$ cat src/sv/hht_pkg.sv
// ---------------------------------------------------------------------------
// hht_pkg: shared types and constants for the HTTP header tokenizer
// Holds the phase encodings, role and event codes, byte constants and the
// default limits used by the tokenizer.
// ---------------------------------------------------------------------------
package hht_pkg;

    // Default limits
    localparam int unsigned BODY_CAPTURE_DEF = 16;
    localparam int unsigned MAX_BUFFER_DEF   = 2048;
    localparam int unsigned MAX_HEADERS_DEF  = 32;

    // Counter widths, fixed by the limit ranges
    localparam int unsigned BYTE_CNT_W = 11;
    localparam int unsigned BODY_CNT_W = 5;
    localparam int unsigned HDR_CNT_W  = 6;

    // Byte values the parser looks for
    localparam logic [7:0] CHAR_LF       = 8'd10;
    localparam logic [7:0] CHAR_CR       = 8'd13;
    localparam logic [7:0] CHAR_SPACE    = 8'd32;
    localparam logic [7:0] CHAR_DQUOTE   = 8'd34;
    localparam logic [7:0] CHAR_DOT      = 8'd46;
    localparam logic [7:0] CHAR_COLON    = 8'd58;
    localparam logic [7:0] CHAR_H        = 8'd72;
    localparam logic [7:0] CHAR_P        = 8'd80;
    localparam logic [7:0] CHAR_T        = 8'd84;
    localparam logic [7:0] CHAR_BSLASH   = 8'd92;
    localparam logic [7:0] PRINT_LO      = 8'd32;
    localparam logic [7:0] PRINT_HI      = 8'd126;

    // Line-end tracking
    typedef enum logic [2:0] {
        CRLF_NONE,
        CRLF_CR,
        CRLF_CRLF,
        CRLF_CRLFCR,
        CRLF_END
    } crlf_t;

    // Where in the message the parser is
    typedef enum logic [1:0] {
        SEC_START,
        SEC_HEADER,
        SEC_BODY
    } section_t;

    // Progress through the start line tokens
    typedef enum logic [2:0] {
        SF_NONE,
        SF_TOK1,
        SF_AFTER1,
        SF_TOK2,
        SF_AFTER2,
        SF_TOK3
    } start_phase_t;

    // Progress through one header line
    typedef enum logic [1:0] {
        HF_NAME,
        HF_COLON,
        HF_VALUE
    } hdr_phase_t;

    // Match of the H, T.., P letters in token 1
    typedef enum logic [1:0] {
        HM_NONE,
        HM_H,
        HM_T,
        HM_MATCH
    } http_match_t;

    typedef enum logic [1:0] {
        LK_UNKNOWN,
        LK_REQUEST,
        LK_STATUS
    } line_kind_t;

    typedef enum logic [2:0] {
        ROLE_NONE,
        ROLE_TOK1,
        ROLE_TOK2,
        ROLE_TOK3,
        ROLE_NAME,
        ROLE_VALUE,
        ROLE_BODY
    } byte_role_t;

    typedef enum logic [2:0] {
        EV_NONE,
        EV_LINE,
        EV_HDR_END,
        EV_MALFORMED,
        EV_BODY_DONE
    } parse_event_t;

    // Replace non-printable and quoting bytes with a dot
    function automatic logic [7:0] printable(input logic [7:0] b);
        logic bad;
        bad = (b < PRINT_LO) || (b > PRINT_HI) || (b == CHAR_DQUOTE) || (b == CHAR_BSLASH);
        return bad ? CHAR_DOT : b;
    endfunction

endpackage

$ cat src/sv/http_header_tokenizer_unit.sv
// ---------------------------------------------------------------------------
// http_header_tokenizer_unit: streaming HTTP/1.1 header tokenizer
// Tags each payload byte with its role in the start line, header lines or
// body, cleans header bytes to printable text and reports line ends, end of
// headers, malformed input and the end of body capture.
// ---------------------------------------------------------------------------
//
// Channel   Dir  tdata                          tuser                     tlast
// s_        in   [7:0] payload_byte             [0] first_byte            last_byte
// m_        out  [7:0] clean_byte,              [2:0] byte_role,          result_last
//                [10:8] parse_event             [3] token_begin,
//                                               [5:4] line_kind
// cfg_      in   cfg_wdata = capture_enable (written when cfg_we is high)
//
// One transaction in gives one transaction out. Each byte is parsed in the
// cycle it is accepted and its result is registered, so a byte can be
// accepted every cycle while the result side does not stall. Input is taken
// whenever the output register is empty or being drained in the same cycle.
// Reset (aresetn low, synchronous) clears the parse state, empties the output
// register and sets capture_enable to one.
//
module http_header_tokenizer_unit
    import hht_pkg::*;
#(
    parameter int unsigned BODY_CAPTURE = BODY_CAPTURE_DEF,
    parameter int unsigned MAX_BUFFER   = MAX_BUFFER_DEF,
    parameter int unsigned MAX_HEADERS  = MAX_HEADERS_DEF
) (
    input  logic        aclk,
    input  logic        aresetn,
    // configuration
    input  logic        cfg_we,
    input  logic        cfg_wdata,     // capture_enable
    // input stream
    input  logic        s_tvalid,
    output logic        s_tready,
    input  logic [7:0]  s_tdata,       // [7:0] payload_byte
    input  logic        s_tuser,       // [0] first_byte
    input  logic        s_tlast,       // last_byte
    // result stream
    output logic        m_tvalid,
    input  logic        m_tready,
    output logic [15:0] m_tdata,       // [7:0] clean_byte, [10:8] parse_event
    output logic [5:0]  m_tuser,       // [2:0] byte_role, [3] token_begin, [5:4] line_kind
    output logic        m_tlast        // result_last
);

    localparam logic [11:0]          HdrCap   = 12'(MAX_BUFFER - BODY_CAPTURE);
    localparam logic [BODY_CNT_W-1:0] BodyCap = BODY_CNT_W'(BODY_CAPTURE);
    localparam logic [HDR_CNT_W-1:0]  MaxHdr  = HDR_CNT_W'(MAX_HEADERS);
    localparam logic [HDR_CNT_W-1:0]  HdrSat  = {HDR_CNT_W{1'b1}};

    // Parse state
    logic                  cap_en_reg;
    crlf_t                 crlf_reg,    crlf_next;
    section_t              section_reg, section_next;
    start_phase_t          sfp_reg,     sfp_next;
    hdr_phase_t            hfp_reg,     hfp_next;
    http_match_t           http_reg,    http_next;
    line_kind_t            kind_reg,    kind_next;
    logic [BYTE_CNT_W-1:0] byte_cnt_reg, byte_cnt_next;
    logic [BODY_CNT_W-1:0] body_cnt_reg, body_cnt_next;
    logic [HDR_CNT_W-1:0]  hdr_cnt_reg,  hdr_cnt_next;
    logic                  stopped_reg,  stopped_next;

    // Result register
    logic                  out_valid_reg;
    logic [7:0]            clean_reg,  clean_next;
    byte_role_t            role_reg,   role_next;
    logic                  tb_reg,     tb_next;
    line_kind_t            okind_reg,  okind_next;
    parse_event_t          event_reg,  event_next;
    logic                  last_reg;

    logic                  accept;
    logic                  name_start;
    logic                  line_ok;
    logic [7:0]            b;

    assign s_tready = !out_valid_reg || m_tready;
    assign accept   = s_tvalid && s_tready;
    assign b        = s_tdata;

    // Parse one byte: next state and result fields
    always_comb begin
        crlf_next     = crlf_reg;
        section_next  = section_reg;
        sfp_next      = sfp_reg;
        hfp_next      = hfp_reg;
        http_next     = http_reg;
        kind_next     = kind_reg;
        byte_cnt_next = byte_cnt_reg;
        body_cnt_next = body_cnt_reg;
        hdr_cnt_next  = hdr_cnt_reg;
        stopped_next  = stopped_reg;
        clean_next    = 8'd0;
        role_next     = ROLE_NONE;
        tb_next       = 1'b0;
        okind_next    = LK_UNKNOWN;
        event_next    = EV_NONE;
        name_start    = 1'b0;
        line_ok       = 1'b0;

        if (cap_en_reg) begin
            // a first byte restarts the message
            if (s_tuser) begin
                crlf_next     = CRLF_NONE;
                section_next  = SEC_START;
                sfp_next      = SF_NONE;
                hfp_next      = HF_NAME;
                http_next     = HM_NONE;
                kind_next     = LK_UNKNOWN;
                byte_cnt_next = '0;
                body_cnt_next = '0;
                hdr_cnt_next  = '0;
                stopped_next  = 1'b0;
            end

            if (!stopped_next) begin
                if (section_next == SEC_BODY) begin
                    // pass body bytes through raw
                    clean_next    = b;
                    role_next     = ROLE_BODY;
                    tb_next       = (body_cnt_next == '0);
                    body_cnt_next = body_cnt_next + 1'b1;
                    if (body_cnt_next >= BodyCap) begin
                        event_next   = EV_BODY_DONE;
                        stopped_next = 1'b1;
                    end
                end else begin
                    clean_next = printable(b);
                    priority if (b == CHAR_CR) begin
                        if (crlf_next == CRLF_NONE)      crlf_next = CRLF_CR;
                        else if (crlf_next == CRLF_CRLF) crlf_next = CRLF_CRLFCR;
                    end else if (b == CHAR_LF) begin
                        if (crlf_next == CRLF_CR)          crlf_next = CRLF_CRLF;
                        else if (crlf_next == CRLF_CRLFCR) crlf_next = CRLF_END;
                    end else if (b == CHAR_SPACE && section_next == SEC_START) begin
                        // space separates start line tokens
                        if (sfp_next == SF_NONE || sfp_next == SF_TOK1) begin
                            sfp_next = SF_AFTER1;
                            if (kind_next == LK_UNKNOWN) kind_next = LK_REQUEST;
                        end else if (sfp_next == SF_TOK2) begin
                            sfp_next = SF_AFTER2;
                        end else if (sfp_next == SF_TOK3) begin
                            role_next = ROLE_TOK3;
                        end
                        crlf_next = CRLF_NONE;
                    end else if (b == CHAR_SPACE) begin
                        // space inside a header line; after CRLF it folds the line
                        if (crlf_next == CRLF_NONE) begin
                            if (hfp_next == HF_NAME)       role_next = ROLE_NAME;
                            else if (hfp_next == HF_VALUE) role_next = ROLE_VALUE;
                        end
                    end else if (b == CHAR_COLON && section_next == SEC_HEADER) begin
                        if (hfp_next == HF_NAME)       hfp_next  = HF_COLON;
                        else if (hfp_next == HF_VALUE) role_next = ROLE_VALUE;
                        crlf_next = CRLF_NONE;
                    end else begin
                        // a token byte; after CRLF it closes the previous line
                        if (crlf_next == CRLF_CRLF) begin
                            line_ok = (section_next == SEC_START) ? (sfp_next == SF_TOK3)
                                                                  : (hfp_next == HF_VALUE);
                            if (!line_ok) begin
                                event_next   = EV_MALFORMED;
                                stopped_next = 1'b1;
                            end else begin
                                event_next = EV_LINE;
                                if (section_next == SEC_HEADER) begin
                                    hdr_cnt_next = hdr_cnt_next + 1'b1;
                                    if (hdr_cnt_next >= MaxHdr) stopped_next = 1'b1;
                                end
                                if (!stopped_next) begin
                                    section_next = SEC_HEADER;
                                    hfp_next     = HF_NAME;
                                    name_start   = 1'b1;
                                end
                            end
                        end
                        if (!stopped_next) begin
                            if (section_next == SEC_START) begin
                                priority if (sfp_next == SF_NONE || sfp_next == SF_TOK1) begin
                                    role_next = ROLE_TOK1;
                                    tb_next   = (sfp_next == SF_NONE);
                                    sfp_next  = SF_TOK1;
                                    // look for H, T.., P in token 1
                                    if (http_next == HM_NONE && b == CHAR_H) begin
                                        http_next = HM_H;
                                    end else if ((http_next == HM_H || http_next == HM_T)
                                                 && b == CHAR_T) begin
                                        http_next = HM_T;
                                    end else if (http_next == HM_T && b == CHAR_P) begin
                                        http_next = HM_MATCH;
                                        kind_next = LK_STATUS;
                                    end
                                end else if (sfp_next == SF_AFTER1) begin
                                    role_next = ROLE_TOK2;
                                    tb_next   = 1'b1;
                                    sfp_next  = SF_TOK2;
                                end else if (sfp_next == SF_TOK2) begin
                                    role_next = ROLE_TOK2;
                                end else if (sfp_next == SF_AFTER2) begin
                                    role_next = ROLE_TOK3;
                                    tb_next   = 1'b1;
                                    sfp_next  = SF_TOK3;
                                end else begin
                                    role_next = ROLE_TOK3;
                                end
                            end else if (name_start || hfp_next == HF_NAME) begin
                                role_next = ROLE_NAME;
                                tb_next   = name_start;
                            end else if (hfp_next == HF_COLON) begin
                                role_next = ROLE_VALUE;
                                tb_next   = 1'b1;
                                hfp_next  = HF_VALUE;
                            end else begin
                                role_next = ROLE_VALUE;
                            end
                        end
                        crlf_next = CRLF_NONE;
                    end

                    // end of headers on the final LF
                    if (!stopped_next && crlf_next == CRLF_END) begin
                        event_next = EV_HDR_END;
                        if (section_next == SEC_HEADER && hfp_next == HF_VALUE
                            && hdr_cnt_next != HdrSat) begin
                            hdr_cnt_next = hdr_cnt_next + 1'b1;
                        end
                        section_next  = SEC_BODY;
                        crlf_next     = CRLF_NONE;
                        body_cnt_next = '0;
                        if (BODY_CAPTURE == 0) stopped_next = 1'b1;
                    end

                    // header length cap and running out of bytes
                    if (!stopped_next && section_next != SEC_BODY) begin
                        if ({1'b0, byte_cnt_next} + 12'd1 >= HdrCap) begin
                            event_next   = EV_MALFORMED;
                            stopped_next = 1'b1;
                        end else begin
                            byte_cnt_next = byte_cnt_next + 1'b1;
                        end
                        if (s_tlast && !stopped_next) event_next = EV_MALFORMED;
                    end
                end

                if (s_tlast) stopped_next = 1'b1;
                okind_next = kind_next;
            end
        end
    end

    // Configuration register
    always_ff @(posedge aclk) begin
        if (!aresetn) begin
            cap_en_reg <= 1'b1;
        end else if (cfg_we) begin
            cap_en_reg <= cfg_wdata;
        end
    end

    // Parse state and output valid
    always_ff @(posedge aclk) begin
        if (!aresetn) begin
            crlf_reg      <= CRLF_NONE;
            section_reg   <= SEC_START;
            sfp_reg       <= SF_NONE;
            hfp_reg       <= HF_NAME;
            http_reg      <= HM_NONE;
            kind_reg      <= LK_UNKNOWN;
            byte_cnt_reg  <= '0;
            body_cnt_reg  <= '0;
            hdr_cnt_reg   <= '0;
            stopped_reg   <= 1'b0;
            out_valid_reg <= 1'b0;
        end else begin
            if (accept) begin
                crlf_reg      <= crlf_next;
                section_reg   <= section_next;
                sfp_reg       <= sfp_next;
                hfp_reg       <= hfp_next;
                http_reg      <= http_next;
                kind_reg      <= kind_next;
                byte_cnt_reg  <= byte_cnt_next;
                body_cnt_reg  <= body_cnt_next;
                hdr_cnt_reg   <= hdr_cnt_next;
                stopped_reg   <= stopped_next;
                out_valid_reg <= 1'b1;
            end else if (m_tready) begin
                out_valid_reg <= 1'b0;
            end
        end
    end

    // Hold the result payload until the next transaction
    always_ff @(posedge aclk) begin
        if (accept) begin
            clean_reg <= clean_next;
            role_reg  <= role_next;
            tb_reg    <= tb_next;
            okind_reg <= okind_next;
            event_reg <= event_next;
            last_reg  <= cap_en_reg && s_tlast && !(stopped_reg && !s_tuser);
        end
    end

    assign m_tvalid = out_valid_reg;
    assign m_tdata  = {5'd0, event_reg, clean_reg};
    assign m_tuser  = {okind_reg, tb_reg, role_reg};
    assign m_tlast  = last_reg;

    // Checks
    a_last_stops: assert property (@(posedge aclk) disable iff (!aresetn)
        accept && cap_en_reg && s_tlast |=> stopped_reg)
        else $error("last byte did not stop parsing");

    a_disabled_zero: assert property (@(posedge aclk) disable iff (!aresetn)
        accept && !cap_en_reg |=> m_tvalid && m_tdata == 16'd0 && m_tuser == 6'd0 && !m_tlast)
        else $error("ignored byte gave a nonzero result");

    a_body_no_crlf: assert property (@(posedge aclk) disable iff (!aresetn)
        section_reg == SEC_BODY |-> crlf_reg == CRLF_NONE)
        else $error("line-end tracking active in body");

    a_hdr_limit: assert property (@(posedge aclk) disable iff (!aresetn)
        hdr_cnt_reg <= MaxHdr)
        else $error("header count passed its limit");

    a_byte_cap: assert property (@(posedge aclk) disable iff (!aresetn)
        {1'b0, byte_cnt_reg} < HdrCap)
        else $error("header byte count passed the length cap");

endmodule

$ cat config.mk
export PLATFORM = sky130hd
export DESIGN_NAME = http_header_tokenizer_unit
export DESIGN_NICKNAME = d
export VERILOG_FILES = /design/src/sv/hht_pkg.sv /design/src/sv/http_header_tokenizer_unit.sv
export SDC_FILE = /design/constraint.sdc
export NUM_CORES = 1
export LEC_CHECK = 0
export BUFFER_PORTS_ARGS = -buffer_cell sky130_fd_sc_hd__buf_4
export CAP_MARGIN = 0
export CORE_MARGIN = 10
export CORE_UTILIZATION = 55
export DETAILED_ROUTE_END_ITERATION = 8
export PLACE_DENSITY_LB_ADDON = 0.2
export SLEW_MARGIN = 0
export SYNTH_ARGS = -nofsm -noshare
export SYNTH_HDL_FRONTEND = slang
export SYNTH_SLANG_ARGS = --single-unit
$ cat constraint.sdc
create_clock -name aclk -period 7.1 [get_ports aclk]
set_input_delay 0.355 -clock aclk [delete_from_list [all_inputs] [get_ports aclk]]
set_output_delay 0.355 -clock aclk [all_outputs]
set_load 0.01 [all_outputs]
==> run_results.csv <==
group,metric,value,unit
global_routing,antenna_found_initial,0,
clock_tree,clockRootBuffer,"clkbuf_8",
routing,ant_nets,0,
logic_synthesis,synth_area_per_cell,8.03,µm²
routing,post_drt_wl_per_cell,17.2,µm
clock_tree,h-tree-depth,3,
routing,vias,3982,
pwr,p_switching,0.228,mW
clock_tree,clk_latency,0.36,ns
floorplanning,dieArea,11400,µm²
clock_tree,cts_max_path_buffers,2,
clock_tree,cts_resized,0,
finish,diodes,0,
pwr,finalPower,0.817,mW
pwr,powerDensity,177,nW/µm²
clock_tree,cts-buffers-inserted,9,
pwr,power.leakage,1.69,nW
routing,drc,0,
sta,relSlewSlack,30.0,%
place,io_buffers,35,
clock_tree,clock-sinks,57,
critical_path,cp_data_arrival_time,3.69,ns
sta,rsz0062_at_grt,"no",
finish,nets,560,
clock_tree,holdBufCountCts,0,
logic_synthesis,synthTopCellsByCount,"nor2_1, nand2_1, dfxtp_1",
floorplanning,die_h,107,µm
logic_synthesis,yosys_warnings,0,
pwr,p_sw_share,28.0,%
floorplanning,start_util,56.6,%
clock_tree,clk_pin_slew,0.07,ns
hold_path,hold_path.class,"input port to register",
sta,hold_ws,0.215,ns
critical_path,critical-path-top-delay-family,"simple AND/OR/NAND/NOR gates",
critical_path,crit_slowest_cell,"dfxtp_1",
sta,setup_viol,0,
routing,first_pass_iters,5,
pwr,internal-power,0.588,mW
routing,wirelength,11000,µm
global_routing,grt.total_usage,19.1,%
place,globalplace.congestion,0.950,
flow_run,drv_cap,0,
sta,period_share,49.1,%
sta,hold_viol,0,
logic_synthesis,synth_flop_cell,"dfxtp_1",
logic_synthesis,yosysSeqAreaShare,32.0,%
global_routing,grt_first_pass_wirelength,17900,µm
run_status,status,"completed",
floorplanning,core,7290,µm²
sta,worstMarginPinSlew,1.05,ns
finish,synthToLayoutAreaGrowth,11.8,%
pwr,power_frac_seq,43.6,%
logic_synthesis,ys_ff_latch,57,
finish,largest_reg_flops,11,
routing,via_per_inst,6.22,
critical_path,crit_fanout,7,
sta,fmax,287,MHz
floorplanning,pin_count,41,
place,hpwl,7790,µm
critical_path,end_kind,"register",
global_routing,grt_pass1_vias,3651,
routing,drt_iter0_drc,259,
finish,fillers,677,
logic_synthesis,yosys-top-cells-area,"dfxtp_1, edfxtp_1, nor2_1",
clock_tree,cts_tree,"done",
pwr,peakVddDrop,0.112,mV
critical_path,cp_cell_sequence,"nor3b_2 > nand2b_1 > or3_1 > or3_4 > mux2_2 > ha_1 > o21ai_0 > o22ai_2 > a211oi_1 > mux2i_1 > o31ai_1",
critical_path,slowest_delay,0.51,ns
sta,skew,0.00766,ns
logic_synthesis,synth_top_area_share,18.9,%
sta,fin_crit,3.49,ns
floorplanning,die_x,107,µm
critical_path,path_class,"register to register",
critical_path,cp-start-kind,"register",
global_routing,grt_overflow_total,0,
logic_synthesis,synth_cell_types,72,
logic_synthesis,synth_area,4130,µm²
logic_synthesis,synth_edf_count,18,
sta,slew_viol_final,0,
critical_path,path_buf_inv,0,
clock_tree,cts_setup_buffers,0,
logic_synthesis,synth.most_common_cell,"nor2_1",
sta,finalSetupTns,0,ns
finish,drive_above_1_share,14.8,%
pwr,p_clk_share,43.4,%
logic_synthesis,ys_async_sr_fraction,0,%
critical_path,cp.required,7.30,ns
logic_synthesis,netlist_instances,514,
logic_synthesis,synth_top_cell_by_area,"dfxtp_1",
global_routing,grt_max_degree,62,
floorplanning,row_count,31,
pwr,p_comb_share,13.0,%
[power groups by stage]
stage	sequential, mW	combinational [mW]	clock (mW)
after global routing	0.357	0.117	0.374
after CTS	0.356	0.106	0.358
after floorplan	0.366	0.0648	0
final	0.356	0.106	0.355
after global placement	0.363	0.104	0
after detailed placement	0.364	0.105	0
[placed cells by master (no fill, tap or decap), types with 16 or more instances in the layout]
master and instances:
nor2_1 58, nand2_1 42, dfxtp_1 39, buf_4 38, a21oi_1 37, o21ai_0 27
nand3_1 26, edfxtp_1 18, nand2b_1 16, nor2b_1 16
[final timing paths]
kind / startpoint / endpoint / slack [ns] / depth (start not counted)
hold reg to reg: http_reg[0] / http_reg[0] / 0.48 / 2
hold / removal: cfg_wdata / cap_en_reg / 0.22 / 3
setup reg to reg: crlf_reg[1] / hdr_cnt_reg[3] / 3.61 / 11
setup / recovery: crlf_reg[1] / hdr_cnt_reg[3] / 3.61 / 11
[per-stage QoR]
stage / std cells / utilization (%) / cell area (µm²) / setup slack (ns)
CTS: 640 / 63.3 / 4620 / 3.64
global placement: 624 / 60.2 / 4390 / 3.52
finish: 640 / 63.3 / 4620 / 3.61
detailed placement: 624 / 60.2 / 4390 / 3.43
floorplan: 518 / - / 4140 / 3.77
global route: 640 / 63.3 / 4620 / 3.36
[per-layer routing]
layer / global-route usage [%] / vias up / wire [µm]
li1: - / 1933 / -
met4: 7.83 / 0 / 286
met3: 5.45 / 37 / 862
met2: 32.2 / 172 / 5300
met5: 0 / - / 0
met1: 22.4 / 1840 / 4560
[kinds of logic after synthesis]
group	synth area share [%]
simple gates	36.3
mux	2.76
other cells	0.0908
compound gates	19.2
buf+inv	5.09
xor+xnor	2.12
fa+ha+maj	2.42
flops	32.0
[layout make-up]
type / instances / area, µm² / share of cell area, %
repair buffers: 38 / 285 / 6.18
well taps: 99 / 124 / 2.68
inverters: 12 / 45.0 / 0.976
clock buffers: 9 / 124 / 2.68
clock inverters: 7 / 104 / 2.25
flip-flops and latches: 57 / 1320 / 28.6
multi-input cells: 418 / 2610 / 56.6
[worst register-to-register path, cell delays in order (launching register included)]
cell and delay (ns):
dfxtp_1 0.51, nor3b_2 0.31, nand2b_1 0.13, or3_1 0.45
or3_4 0.46, mux2_2 0.30, ha_1 0.26, o21ai_0 0.13
o22ai_2 0.13, a211oi_1 0.35, mux2i_1 0.22, o31ai_1 0.08
Note: power is estimated with default switching activity, not from simulation.
